<file path="src/cts_pkg.sv">
package cts_pkg;

  localparam logic [3:0]  MONTH_JAN  = 4'd1;
  localparam logic [3:0]  MONTH_FEB  = 4'd2;
  localparam logic [3:0]  MONTH_DEC  = 4'd12;
  localparam logic [15:0] YEAR_FLOOR = 16'd2000;
  localparam logic [2:0]  WD_UNKNOWN = 3'd0;
  localparam logic [2:0]  WD_MON     = 3'd1;
  localparam logic [2:0]  WD_SUN     = 3'd7;

  typedef struct packed {
    logic [15:0]        in_year;
    logic [3:0]         in_month;
    logic [4:0]         in_day;
    logic [4:0]         in_hour;
    logic [5:0]         in_minute;
    logic [5:0]         in_second;
    logic [2:0]         in_weekday;
    logic signed [11:0] shift_minutes;
  } cts_in_t;

  typedef struct packed {
    logic [15:0] out_year;
    logic [3:0]  out_month;
    logic [4:0]  out_day;
    logic [4:0]  out_hour;
    logic [5:0]  out_minute;
    logic [5:0]  out_second;
    logic [2:0]  out_weekday;
  } cts_out_t;

  typedef struct packed {
    logic [15:0] year;
    logic [3:0]  month;
    logic [4:0]  day;
    logic [2:0]  weekday;
  } cts_date_t;

  // Days in a month; months outside 1..12 count as 30 days.
  function automatic logic [4:0] month_len(input logic [3:0] m, input logic leap);
    logic [4:0] len;
    case (m)
      MONTH_FEB:                   len = leap ? 5'd29 : 5'd28;
      4'd4, 4'd6, 4'd9, 4'd11:     len = 5'd30;
      4'd1, 4'd3, 4'd5, 4'd7,
      4'd8, 4'd10, 4'd12:          len = 5'd31;
      default:                     len = 5'd30;
    endcase
    return len;
  endfunction

  function automatic cts_date_t step_fwd(input cts_date_t dt, input logic leap);
    cts_date_t r;
    r = dt;
    if (dt.day < month_len(dt.month, leap)) begin
      r.day = dt.day + 5'd1;
    end else begin
      r.day = 5'd1;
      if (dt.month < MONTH_DEC) begin
        r.month = dt.month + 4'd1;
      end else begin
        r.month = MONTH_JAN;
        r.year  = dt.year + 16'd1;
      end
    end
    if (dt.weekday != WD_UNKNOWN) begin
      r.weekday = (dt.weekday == WD_SUN) ? WD_MON : dt.weekday + 3'd1;
    end
    return r;
  endfunction

  function automatic cts_date_t step_back(input cts_date_t dt, input logic leap);
    cts_date_t r;
    r = dt;
    if (dt.day > 5'd1) begin
      r.day = dt.day - 5'd1;
    end else begin
      if (dt.month > MONTH_JAN) begin
        r.month = dt.month - 4'd1;
      end else begin
        r.month = MONTH_DEC;
        if (dt.year > YEAR_FLOOR) begin
          r.year = dt.year - 16'd1;
        end
      end
      r.day = month_len(r.month, leap);
    end
    if (dt.weekday != WD_UNKNOWN) begin
      r.weekday = (dt.weekday == WD_MON) ? WD_SUN : dt.weekday - 3'd1;
    end
    return r;
  endfunction

endpackage

</file>
<file path="src/calendar_time_zone_shift_unit.sv">
// The edge that accepts an item loads the input register; the result register
// then loads from it once it is free, which raises out_valid.
// Throughput: one item per cycle; while a result waits the input register
// holds its item, and in_ready follows out_ready through it.
// Reset (rst_n low, synchronous) empties both registers; payload is not reset.
module calendar_time_zone_shift_unit (
  input  logic             clk,
  input  logic             rst_n,
  input  logic             in_valid,
  output logic             in_ready,
  input  cts_pkg::cts_in_t in_data,
  output logic             out_valid,
  input  logic             out_ready,
  output cts_pkg::cts_out_t out_data
);
  import cts_pkg::*;

  localparam logic signed [12:0] DAY_MIN     = 13'sd1440;
  localparam logic signed [12:0] TWO_DAY_MIN = 13'sd2880;
  // y / 100 as (y * 83887) >> 23, exact over 16 bits.
  localparam logic [32:0] RECIP_100 = 33'd83887;
  // m / 60 as (m * 2185) >> 17, exact for m below 1440.
  localparam logic [22:0] RECIP_60  = 23'd2185;

  logic     a_v_r;
  cts_in_t  a_r;
  logic     out_v_r;
  cts_out_t out_r;
  cts_out_t out_nxt;

  logic out_free;
  logic a_free;

  // Each register takes a new item when it is empty or its item moves on.
  assign out_free = !out_v_r || out_ready;
  assign a_free   = !a_v_r || out_free;
  assign in_ready = a_free;
  assign out_valid = out_v_r;
  assign out_data  = out_r;

  // ---- minute of day, day count, leap year, day steps ----
  logic [10:0]        a_hm;
  logic signed [12:0] a_tot;
  logic signed [12:0] a_mod;
  logic               a_move;
  logic               a_back;
  logic               a_two;
  logic [32:0]        a_prod;
  logic [9:0]         a_q;
  logic               a_div100;
  logic               a_leap;
  cts_date_t          a_date;
  cts_date_t          a_d1;
  cts_date_t          a_d2;
  logic [22:0]        a_mprod;
  logic [4:0]         a_hour;
  logic [10:0]        a_rem;

  always_comb begin
    a_hm  = 11'({6'd0, a_r.in_hour} * 11'd60) + {5'd0, a_r.in_minute};
    a_tot = $signed({2'b00, a_hm}) +
            $signed({a_r.shift_minutes[11], a_r.shift_minutes});

    // The sum spans -2048..3970, so at most two days either way.
    if (a_tot < -DAY_MIN) begin
      a_move = 1'b1; a_back = 1'b1; a_two = 1'b1;
      a_mod  = a_tot + TWO_DAY_MIN;
    end else if (a_tot < 13'sd0) begin
      a_move = 1'b1; a_back = 1'b1; a_two = 1'b0;
      a_mod  = a_tot + DAY_MIN;
    end else if (a_tot >= TWO_DAY_MIN) begin
      a_move = 1'b1; a_back = 1'b0; a_two = 1'b1;
      a_mod  = a_tot - TWO_DAY_MIN;
    end else if (a_tot >= DAY_MIN) begin
      a_move = 1'b1; a_back = 1'b0; a_two = 1'b0;
      a_mod  = a_tot - DAY_MIN;
    end else begin
      a_move = 1'b0; a_back = 1'b0; a_two = 1'b0;
      a_mod  = a_tot;
    end

    // Leap test of the input year. That year is the only one whose February
    // can be reached: a year change always lands on December or January.
    // Divisible by 100 exactly when the fraction bits stay below the factor.
    a_prod   = {17'd0, a_r.in_year} * RECIP_100;
    a_q      = a_prod[32:23];
    a_div100 = (a_prod[22:0] < RECIP_100[22:0]);
    a_leap   = (a_r.in_year[1:0] == 2'b00) && (!a_div100 || (a_q[1:0] == 2'b00));

    a_date.year    = a_r.in_year;
    a_date.month   = a_r.in_month;
    a_date.day     = a_r.in_day;
    a_date.weekday = a_r.in_weekday;

    a_d1 = a_back ? step_back(a_date, a_leap) : step_fwd(a_date, a_leap);
    a_d2 = a_back ? step_back(a_d1, a_leap) : step_fwd(a_d1, a_leap);

    // Hour and minute of the new day.
    a_mprod = {12'd0, a_mod[10:0]} * RECIP_60;
    a_hour  = a_mprod[21:17];
    a_rem   = a_mod[10:0] - 11'({6'd0, a_hour} * 11'd60);

    if (!a_move) begin
      out_nxt.out_year    = a_date.year;
      out_nxt.out_month   = a_date.month;
      out_nxt.out_day     = a_date.day;
      out_nxt.out_weekday = a_date.weekday;
    end else if (a_two) begin
      out_nxt.out_year    = a_d2.year;
      out_nxt.out_month   = a_d2.month;
      out_nxt.out_day     = a_d2.day;
      out_nxt.out_weekday = a_d2.weekday;
    end else begin
      out_nxt.out_year    = a_d1.year;
      out_nxt.out_month   = a_d1.month;
      out_nxt.out_day     = a_d1.day;
      out_nxt.out_weekday = a_d1.weekday;
    end
    out_nxt.out_hour   = a_hour;
    out_nxt.out_minute = a_rem[5:0];
    out_nxt.out_second = a_r.in_second;
  end

  // ---- input and result registers ----
  always_ff @(posedge clk) begin
    if (!rst_n) begin
      a_v_r   <= 1'b0;
      out_v_r <= 1'b0;
    end else begin
      if (a_free) begin
        a_v_r <= in_valid;
      end
      if (out_free) begin
        out_v_r <= a_v_r;
      end
    end
  end

  always_ff @(posedge clk) begin
    if (a_free && in_valid) begin
      a_r <= in_data;
    end
    if (out_free && a_v_r) begin
      out_r <= out_nxt;
    end
  end

endmodule

</file>
<file path="config.mk">
export PLATFORM = sky130hd
export DESIGN_NAME = calendar_time_zone_shift_unit
export DESIGN_NICKNAME = d
export VERILOG_FILES = /design/src/cts_pkg.sv /design/src/calendar_time_zone_shift_unit.sv
export SDC_FILE = /design/constraint.sdc
export NUM_CORES = 1
export LEC_CHECK = 0
export BUFFER_PORTS_ARGS = -buffer_cell sky130_fd_sc_hd__buf_2
export CORE_MARGIN = 1
export CORE_UTILIZATION = 50
export DETAILED_ROUTE_END_ITERATION = 8
export PLACE_DENSITY = 0.71
export SETUP_SLACK_MARGIN = 0.5
export SYNTH_ARGS = -nofsm -noshare
export SYNTH_HDL_FRONTEND = slang
export SYNTH_SLANG_ARGS = --single-unit
export TNS_END_PERCENT = 20
</file>
<file path="constraint.sdc">
create_clock -name clk -period 10.1 [get_ports clk]
set_input_delay 1.515 -clock clk [delete_from_list [all_inputs] [get_ports clk]]
set_output_delay 1.515 -clock clk [all_outputs]
set_load 0.01 [all_outputs]
</file>
# Word-level counts from Yosys, hierarchy flattened
# Cells that the tools add are included.
[op_classes]
n_reduce_logical = 17
addsub = 23
eq_ne = 36
multipliers = 4
order_cmp = 15
bitwise = 0
n_shift = 0
n_mux = 52
div_mod_pow = 0
[op_table]
columns = ["cell", "n"]
rows = [
  ["16-bit 2-to-1 mux", 6],
  ["20-bit 2-to-1 mux", 4],
  ["28-bit 2-to-1 mux", 2],
  ["25-bit 2-to-1 mux", 2],
  ["4-bit == test (second input constant)", 12],
  ["11-bit 2-to-1 mux", 4],
  ["16-bit by 1-bit adder with 16-bit output (second input constant)", 2],
  ["4-bit by 2-bit == test with 1-bit output (second input constant)", 8],
  ["4-bit by 3-bit == test with 1-bit output (second input constant)", 8],
  ["16-bit by 11-bit > comparator with 1-bit output (second input constant)", 2],
  ["16-bit by 1-bit subtractor with 16-bit output (second input constant)", 2],
  ["3-bit 2-to-1 mux", 10],
  ["7-bit OR reduction", 4],
  ["16-bit by 17-bit multiplier with 25-bit output (second input constant)", 1],
  ["4-bit 2-to-1 mux", 6],
  ["23-bit by 17-bit less-than comparator with 1-bit output (second input constant)", 1],
  ["11-bit adder (second input constant)", 2],
  ["11-bit by 12-bit multiplier with 22-bit output (second input constant)", 1],
  ["11-bit subtractor (second input constant)", 2],
  ["5-bit 2-to-1 mux", 4],
  ["4-bit by 1-bit == test with 1-bit output (second input constant)", 4],
  ["2-bit one-hot mux with 2 select lines", 4],
  ["12-bit by 12-bit adder with 13-bit output", 1],
  ["13-bit by 12-bit greater-or-equal comparator with 1-bit output (second input constant)", 1],
  ["other kinds (25)", 54],
]
[word_totals]
memories = 0
in_bits = 61
latchBits = 0
output_inout_bits = 47
mem_bits_rw = 0
mem_bits_ro = 0
ff_bits = 104
wordCells = 164

# Depth between registers and ports, before layout
# Gate-level depths: netlist (run 1).
[depth]
depth_word = 20
depth_mapped = 47
ltp_nobuf = 47

# Worst setup path after synthesis (run 1)
# OpenSTA, ideal clock, no wires.
[synth_path]
path_kind = "register to register"
start = "register a_r[27] in the netlist's numbering"
end = "register out_r, in the netlist out_data[14], data pin"
t_arrival_ps = 9991
n_path_buf = 2
required_time_ps = 9839
path_stages_with_launch = 45
synth_period_minus_slack_ps = 10252
setup_slack_ps = -152
setup_time_ps = 261
cell_sequence = "edfxtp_1 > fa_1 > inv_1 > fa_1 > inv_1 > fa_1 > ha_1 > nor2b_1 > o21a_1 > xor2_1 > ha_1 > a21oi_1 > o21ai_0 > a211o_1 > a21oi_1 > inv_1 > clkbuf_1 > a211o_1 > [... 9 more ...] > fa_1 > inv_1 > ha_1 > ha_1 > a31oi_1 > o21ai_0 > a31oi_1 > nand2b_1 > a221oi_1 > ha_1 > ha_1 > ha_1 > inv_1 > ha_1 > a21oi_1 > xnor2_1 > xnor2_1 > xnor2_1"
[synth_via]
elab_chain_len = 11
elab_cells_between_ends = 18
classes_between = "add/sub: 7; mul: 3; order compare: 4; mux: 4"
[synth_lines]
columns = ["item", "line", "rtl"]
rows = [
  ["start, declared", "calendar_time_zone_shift_unit.sv:26", "cts_in_t a_r;"],
  ["start signal, assigned", "calendar_time_zone_shift_unit.sv:141", "a_r <= in_data;"],
  ["5-bit by 4-bit multiplier with 9-bit output *", "calendar_time_zone_shift_unit.sv:60", "a_hm = 11'({6'd0, a_r.in_hour} * 11'd60) + {5'd0, a_r.in_minute};"],
  ["11-bit by 6-bit adder with 11-bit output *", "calendar_time_zone_shift_unit.sv:60", ""],
  ["12-bit by 12-bit adder with 13-bit output *", "calendar_time_zone_shift_unit.sv:61", "a_tot = $signed({2'b00, a_hm}) +"],
  ["11-bit subtractor / 13-bit by 12-bit greater-or-equal comparator with 1-bit output (equally long branches)", "calendar_time_zone_shift_unit.sv:76, calendar_time_zone_shift_unit.sv:74", ""],
  ["11-bit 2-to-1 mux", "calendar_time_zone_shift_unit.sv:74", "end else if (a_tot >= DAY_MIN) begin"],
  ["11-bit 2-to-1 mux", "calendar_time_zone_shift_unit.sv:71", "end else if (a_tot >= TWO_DAY_MIN) begin"],
  ["11-bit 2-to-1 mux", "calendar_time_zone_shift_unit.sv:68", "end else if (a_tot < 13'sd0) begin"],
  ["11-bit 2-to-1 mux *", "calendar_time_zone_shift_unit.sv:65", "if (a_tot < -DAY_MIN) begin"],
  ["11-bit by 12-bit multiplier with 22-bit output *", "calendar_time_zone_shift_unit.sv:99", "a_mprod = {12'd0, a_mod[10:0]} * RECIP_60;"],
  ["named net a_mprod[18]", "calendar_time_zone_shift_unit.sv:55", "logic [22:0] a_mprod;"],
  ["5-bit by 4-bit multiplier with 4-bit output *", "calendar_time_zone_shift_unit.sv:101", "a_rem = a_mod[10:0] - 11'({6'd0, a_hour} * 11'd60);"],
  ["6-bit subtractor *", "calendar_time_zone_shift_unit.sv:101", ""],
  ["named net a_rem[5]", "calendar_time_zone_shift_unit.sv:57", "logic [10:0] a_rem;"],
  ["end signal, assigned", "calendar_time_zone_shift_unit.sv:144", "out_r <= out_nxt;"],
  ["end, declared", "calendar_time_zone_shift_unit.sv:28", "cts_out_t out_r;"],
]
# Mark *: on every way through the listed nets, which the timed path passes. The rest lies on a longest branch.
# A chain may end at the register's enable or synchronous reset.

# Final worst setup path (run 1)
[layout_path]
start = "register a_r[28] in the netlist's numbering"
end = "register out_r, in the netlist out_data[14], data pin"
# The elaborated chain is that of the path after synthesis.

==> flow_summary.toml, run 1 <==
[global_route]
gr-total-overflow = 0
grt_pass1_wl_um = 64630
grt.total_usage_pct = 26.56
antenna_found_initial = 1
grt_pass1_vias = 12457
grt_start_max_net_pins = 58

[place]
gp_congestion = 0.9249
post_dp_cell_area_sq_mm = 0.01638
place.port_buffers = 107
place_inst = 2139
place_ws_ps = -97.43
dp.final_hpwl_um = 32040

[setup_path]
cpMostUsedCell = "ha_4"
start_kind = "flip-flop"
crit_type = "flip-flop to flip-flop"
max_stage_delay_ps = 580
required_ps = 10240
arrival_ps = 9860
cp_max_fo = 6
cp_slowest_cell = "fa_1"
endpoint_kind = "flip-flop"

[layout]
drive_above_1_share_pct = 22.99
finish.utilization_pct = 60.17
fillers = 2515
layout_commonest_cell = "inv_1"
syn_to_final_growth_pct = 18.28
final_cells = 2222
layout_common_cells = "250 x inv_1, 200 x ha_1, 124 x buf_4, 108 x fa_1, 107 x buf_2"
fin_nets = 2228
final_area_sq_mm = 0.01788

[die]
initial_core_util_pct = 50.87
die_h_um = 175.9
die_x_um = 175.9
core_area_sq_mm = 0.02972
top_level_ports = 108
fp.dieArea_sq_mm = 0.03094
num_rows = 63

[yosys]
synth_edf_count = 102
synth-adder-area-share_pct = 33.83
synth_nets = 2032
synth_compound_area_share_pct = 17.35
async_reset_ff_share_pct = 0
ys_seq_area_share_pct = 20.52
synth_top_family_by_area = "adder cells"
syn_area_sq_mm = 0.01512
ys_seq_elements = 104
synth_warnings = 0
synth-xor-area-share_pct = 5.396
syn_area_per_cell_sq_um = 9.275
synth_flop_cell = "edfxtp_1"
synthCells = 1630
synthSimpleGateAreaFrac_pct = 13.30
synth_mux_area_share_pct = 0.7366
yosys.cell_types.count = 106

[status]
status = "finished clean"

[clocking]
cts.sinks = 104
numCtsBuffers = 9
cts_hold_buf = 0
cts_tree = "built"
h-tree-depth = 3
clk_pin_slew_ps = 100
clk_latency_ps = 380
root_buffer = "clkbuf_16"
clk_path_buf_depth = 2

[sta]
min_period_ps = 9724
setup_ws_ps = 376.1
worst_pin_slew_ps = 1134
finClkSkew_ps = 17.56
rsz0062_at_grt = "yes"
hold_viol_final = 0
fmax_mhz = 102.8
drv_slew = 0
setup_viol = 0
post-route-period-util_pct = 96.28
relSlewSlack_pct = 23.96

[drt]
avgViaCountPerCell = 5.745
wl_per_cell_um = 18.33
drt-total-wl_um = 40720
ant_nets = 0
drc = 0
dr.first_iter.drc_count = 969
vias = 12766
dr.pass1.iters = 5

[worst_hold_path]
hold_path.class = "flip-flop to flip-flop"

[flow_run]
max-cap-violations = 0
cell usage after synthesis, types with 15 or more instances:
cell type,n,area [sq um]
inv_1,263,987.2
ha_1,228,2853
fa_1,113,2262
edfxtp_1,102,3063
nand2_1,97,364.1
a21oi_1,86,430.4
nor2_1,85,319.1
o21ai_0,68,340.3
xnor2_1,63,551.8
nand3_1,49,245.2
nor3_1,38,190.2
clkbuf_1,29,108.9
a31oi_1,24,150.1
xor2_1,22,192.7
a21o_1,20,150.1
a211oi_1,18,135.1
nand4_1,18,112.6
o21a_1,17,127.6
and3_1,15,93.84
layout make-up:
type	instances	area (sq um)	share of cell area [%]
Multi-Input combinational cell	1208	11430	63.94
Sequential cell	104	3103	17.35
Timing Repair Buffer	238	1545	8.641
Inverter	265	1003	5.612
Tap cell	390	488.0	2.729
Clock buffer	9	225.2	1.259
Clock inverter	7	80.08	0.4478
Antenna cell	1	2.502	0.01399
critical path: cells and delay by family, from the launching register on:
family / cells / cell delay, ps
buffers and inverters: 7 / 540
flip-flops: 1 / 430
XOR/XNOR: 6 / 1130
adder cells (fa/ha/maj): 15 / 5040
AO/OA/AOI/OAI: 11 / 1830
AND/OR/NAND/NOR: 4 / 530
cell families after synthesis:
kind of cell / Yosys count
AND/OR/NAND/NOR: 394
AO/OA/AOI/OAI: 373
multiplexers: 11
buffers and inverters: 318
flip-flops: 104
XOR/XNOR: 89
adder cells (fa/ha/maj): 341
repair_timing:
item                                    CTS  global route
gates resized for setup                  38           104
endpoints found under the setup margin   16            20
pin swaps                                45            76
buffers inserted                         32            34
state kept, by name (all words and copies together), names as in the netlist:
| name | cells |
|---|---|
| out_data | 45 |
| a_r | 29 |
| out_valid | 1 |
| a_v_r | 1 |
| a_date | 28 |
routing by layer:
metal | vias to the layer above | track usage, % | wire (um)
met3 | 70 | 2.879 | 1825
li1 | 6100 | - | -
met4 | 0 | 9.529 | 1154
met2 | 409 | 43.15 | 19290
met5 | - | 0 | 0
met1 | 6187 | 36.55 | 18450
metrics by stage:
stage,TNS [ps],hold slack (ps)
5_1_grt,0,433.8
3_3_place_gp,0,401.1
6_report,0,425.9
2_1_floorplan,0,400.3
3_5_place_dp,-97.43,407.0
4_1_cts,0,427.5
worst paths after layout:
check	endpoint	slack, ps	start	depth (start not counted)
worst max-delay path	out_data[14]	380	a_r[28]	43
worst min-delay path	out_data[7]	430	a_r[19]	0
worst max register to register	out_data[14]	380	a_r[28]	43
worst min register to register	out_data[7]	430	a_r[19]	0
Power of run 1 is left out: the tool's default activity adds up to more than one toggle a clock period on the data nets, which glitch-free logic cannot reach.
==> inputs of run 2 (changes only) <==
--- a/config.mk
+++ b/config.mk
@@ -5,7 +5,7 @@
 export SDC_FILE = /design/constraint.sdc
 export NUM_CORES = 1
 export LEC_CHECK = 0
-export BUFFER_PORTS_ARGS = -buffer_cell sky130_fd_sc_hd__buf_2
+export BUFFER_PORTS_ARGS = -buffer_cell sky130_fd_sc_hd__buf_4
 export CORE_MARGIN = 1
 export CORE_UTILIZATION = 50
 export DETAILED_ROUTE_END_ITERATION = 8
==> run 2 against run 1 <==
  * Clock skew rose by 5.9 ps
  * Maximum frequency increased by 0.24%
  * Sequential cell count did not move
  * Routed wire length is 0.98% lower
  * Non-clock buffer count down 17
  * Core utilization up 0.19 points
  * Global-route usage grew 0.11 points
  * Sequential share of layout area fell by 0.053 points
  * Worst setup slack better by 23 ps
==> flow_summary.toml, run 2 (synthesis results as in run 1) <==
[drt]
drt-total-wl_um = 40320
ant_nets = 0
dr.pass1.iters = 7
avgViaCountPerCell = 5.715
drc = 0
dr.first_iter.drc_count = 1212
vias = 12595
wl_per_cell_um = 18.29

[global_route]
antenna_found_initial = 0
grt_pass1_vias = 12652
gr-total-overflow = 0
grt.total_usage_pct = 26.67
grt_start_max_net_pins = 67
grt_pass1_wl_um = 65160

[layout]
layout_commonest_cell = "inv_1"
fin_nets = 2211
finish.utilization_pct = 60.36
syn_to_final_growth_pct = 18.65
drive_above_1_share_pct = 21.72
num_antenna_cells = 0
layout_common_cells = "247 x inv_1, 216 x buf_4, 207 x ha_1, 109 x fa_1, 102 x edfxtp_1"
largest_reg_flops = 45

[setup_path]
reg2reg_to = "out_data[14]"
reg2reg_depth = 42
endpoint_kind = "flip-flop"
start_kind = "flip-flop"
cp_max_fo = 6
crit_type = "flip-flop to flip-flop"
reg2reg_slack_ps = 400
arrival_ps = 9840
r2r-start = "a_r[28]"
max_stage_delay_ps = 600
cp_slowest_cell = "fa_1"
cpMostUsedCell = "ha_4"
required_ps = 10240

[die]
initial_core_util_pct = 50.87
top_level_ports = 108
die_h_um = 175.9
core_area_sq_mm = 0.02972
num_rows = 63
fp.dieArea_sq_mm = 0.03094
die_x_um = 175.9

[clocking]
clk_latency_ps = 390
numCtsBuffers = 9
cts_tree = "built"
h-tree-depth = 3
clk_pin_slew_ps = 90
clk_path_buf_depth = 2
root_buffer = "clkbuf_16"
cts_hold_buf = 0
cts.sinks = 104

[sta]
relSlewSlack_pct = 37.79
fmax_mhz = 103.1
drv_slew = 0
rsz0062_at_grt = "yes"
hold_viol_final = 0
finClkSkew_ps = 23.43
post-route-period-util_pct = 96.05
worst_pin_slew_ps = 926.4
setup_viol = 0
min_period_ps = 9701

[worst_hold_path]
min_path_cells = 0
min_to = "out_data[3]"
holdCritStartpoint = "a_r[15]"
hold_path.class = "flip-flop to flip-flop"

[flow_run]
max-cap-violations = 0

[place]
gp_congestion = 0.9543
place.port_buffers = 107
dp.final_hpwl_um = 31530

[status]
status = "finished clean"
==> run 2: per-layer routing <==
layer	track usage [%]	part of all wire, %
met1	36.46	46
met2	43.26	47
met3	3.009	4.1
met4	10.18	3.3
met5	0	0
==> run 2: critical path: cells and delay by family, from the launching register on <==
kind,cells,cell delay (ps)
buf+inv,9,820
xor+xnor,4,540
flops,1,420
simple gates,1,120
fa+ha+maj,14,4630
compound gates,14,2930
==> run 2: per-stage QoR <==
step                hold slack [ps]  setup TNS (ps)  setup WS, ps  area, sq um  std cells
floorplan                     400.3               0         385.3        15220       1630
global route                  445.3               0         34.39        17940       2204
finish                        422.0               0         399.4        17940       2204
CTS                           427.9               0         423.4        17220       2174
detailed placement            406.3          -25.82        -25.82        16590       2132
global placement              402.5               0         157.9        16590       2132
==> run 2: final cells by class <==
type / count / area, sq um
Fill cell: 2481 / 11780
Sequential cell: 104 / 3103
Tap cell: 390 / 488.0
Inverter: 265 / 999.7
Clock buffer: 9 / 225.2
Multi-Input combinational cell: 1208 / 11350
Timing Repair Buffer: 221 / 1678
Clock inverter: 7 / 93.84
==> run 2: worst max-delay path by stage <==
stage / from / endpoint / slack [ps] / cells after the start
floorplan: a_r[28] / out_data[14] / 390 / 44
global placement: a_date[26] / out_data[44] / 160 / 32
detailed placement: a_r[28] / out_data[14] / -30 / 43
CTS: a_r[27] / out_data[14] / 420 / 43
global route: a_r[28] / out_data[14] / 30 / 45
finish: a_r[28] / out_data[14] / 400 / 42
==> run 2: repair_timing <==
action,CTS,global route
hold endpoints to repair,0,0
buffers inserted,26,30
setup endpoints to repair,16,21
gates resized for setup,30,99
pin swaps,35,70
Power of run 2 is left out for the same reason.
==> inputs of run 3 (changes only) <==
--- a/config.mk
+++ b/config.mk
@@ -6,10 +6,12 @@
 export NUM_CORES = 1
 export LEC_CHECK = 0
 export BUFFER_PORTS_ARGS = -buffer_cell sky130_fd_sc_hd__buf_4
+export CELL_PAD_IN_SITES_DETAIL_PLACEMENT = 0
+export CELL_PAD_IN_SITES_GLOBAL_PLACEMENT = 1
 export CORE_MARGIN = 1
-export CORE_UTILIZATION = 50
+export CORE_UTILIZATION = 44
 export DETAILED_ROUTE_END_ITERATION = 8
-export PLACE_DENSITY = 0.71
+export PLACE_DENSITY_LB_ADDON = 0.1
 export SETUP_SLACK_MARGIN = 0.5
 export SYNTH_ARGS = -nofsm -noshare
 export SYNTH_HDL_FRONTEND = slang
==> run 3 against run 2 <==
  * Non-clock buffer count up 6
  * Worst setup slack better by 4.1 ps
  * Final area down 0.43%
  * Largest cell class unchanged
==> flow_summary.toml, run 3 (synthesis results as in run 1) <==
[die]
initial_core_util_pct = 44.86
top_level_ports = 108
die_h_um = 187.4
num_rows = 67
fp.dieArea_sq_mm = 0.03511
die_x_um = 187.4
core_area_sq_mm = 0.03370

[clocking]
clk_latency_ps = 410
clk_path_buf_depth = 2
cts_tree = "built"
root_buffer = "clkbuf_16"
h-tree-depth = 3
numCtsBuffers = 9
cts_hold_buf = 0
clk_pin_slew_ps = 90
cts.sinks = 104

[layout]
num_antenna_cells = 0
layout_common_cells = "253 x inv_1, 224 x buf_4, 212 x ha_1, 108 x fa_1, 102 x edfxtp_1"
fin_nets = 2217
largest_reg_flops = 45
drive_above_1_share_pct = 21.04
syn_to_final_growth_pct = 18.14
final_cells = 2268
layout_commonest_cell = "inv_1"
final_area_sq_mm = 0.01786
fillers = 3156

[sta]
hold_viol_final = 0
min_period_ps = 9696
holdWs_ps = 422.6
rsz0062_at_grt = "yes"
fmax_mhz = 103.1
drv_slew = 0
post-route-period-util_pct = 96.00
relSlewSlack_pct = 34.18
finClkSkew_ps = 27.51
setup_viol = 0
setup_tns_ps = 0
worst_pin_slew_ps = 980.3

[setup_path]
reg2reg_depth = 43
crit_type = "flip-flop to flip-flop"
endpoint_kind = "flip-flop"
max_stage_delay_ps = 580
arrival_ps = 9860
required_ps = 10260
reg2reg_slack_ps = 400
cp_slowest_cell = "fa_1"
reg2reg_to = "out_data[14]"
cpMostUsedCell = "ha_1"
cp_max_fo = 6
start_kind = "flip-flop"
r2r-start = "a_r[28]"

[place]
place_inst = 2198
post_dp_cell_area_sq_mm = 0.01674
dp.final_hpwl_um = 32770
gp_congestion = 0.8987
place.port_buffers = 107

[drt]
avgViaCountPerCell = 5.432
dr.first_iter.drc_count = 590
wl_per_cell_um = 18.13
drt-total-wl_um = 41110
dr.pass1.iters = 5
vias = 12319
drc = 0
ant_nets = 0

[global_route]
grt.total_usage_pct = 24.14
grt_pass1_wl_um = 66360
antenna_found_initial = 1
grt_start_max_net_pins = 58
grt_pass1_vias = 12349
gr-total-overflow = 0

[flow_run]
max-cap-violations = 0

[status]
status = "finished clean"

[worst_hold_path]
min_to = "out_data[5]"
hold_path.class = "flip-flop to flip-flop"
min_path_cells = 0
holdCritStartpoint = "a_r[17]"
-- run 3: cell types whose count changed in the layout (fill, tap and decap cells not counted), moves of 5 or more --
cell / previous run / this run
inv_1: 247 / 253
ha_1: 207 / 212
buf_4: 216 / 224
ha_4: 14 / 9
inv_2: 14 / 7
-- run 3: critical path, delay by kind of cell, from the launching register on --
family                   cells  cell delay [ps]
adder cells (fa/ha/maj)     14             4920
buffers and inverters        7              570
AND/OR/NAND/NOR              5              510
XOR/XNOR                     5              690
AO/OA/AOI/OAI               12             2360
flip-flops                   1              430
-- run 3: worst max path at each step --
stage / endpoint / from / slack [ps] / cells past startpoint
6_report: out_data[14] / a_r[28] / 400 / 43
5_1_grt: out_data[14] / a_r[28] / 10 / 43
4_1_cts: out_data[14] / a_r[29] / 470 / 43
3_3_place_gp: out_data[44] / a_date[16] / 190 / 32
2_1_floorplan: out_data[14] / a_r[28] / 390 / 44
3_5_place_dp: out_data[14] / a_r[28] / 4 / 43
-- run 3: per-layer routing --
layer  part of all wire, %  GRT usage (%)
met1                    47          31.99
met2                    48          40.52
met3                   3.5          3.377
met4                   2.2          7.661
met5                     0              0
-- run 3: area by class of cell --
cell class | count | area (sq um) | area share (%)
multi-input combinational | 1208 | 11170 | 62.55
clock buffer | 9 | 225.2 | 1.261
timing repair buffer | 227 | 1724 | 9.653
clock inverter | 7 | 71.32 | 0.3993
inverter | 265 | 1005 | 5.625
tap | 448 | 560.5 | 3.138
sequential | 104 | 3103 | 17.37
-- run 3: what timing repair did --
item | 4_1_cts | 5_1_grt
pin swaps | 28 | 36
endpoints found under the setup margin | 15 | 17
cloned | 0 | 0
resized for setup | 40 | 56
buffers inserted | 29 | 25
-- run 3: through the flow --
step / setup WS [ps] / util (%)
6_report: 403.5 / 53.00
5_1_grt: 9.620 / 53.00
4_1_cts: 470.6 / 51.74
3_5_place_dp: 3.658 / 49.68
3_3_place_gp: 188.2 / 49.68
2_1_floorplan: 385.3 / -
Power of run 3 is left out for the same reason.
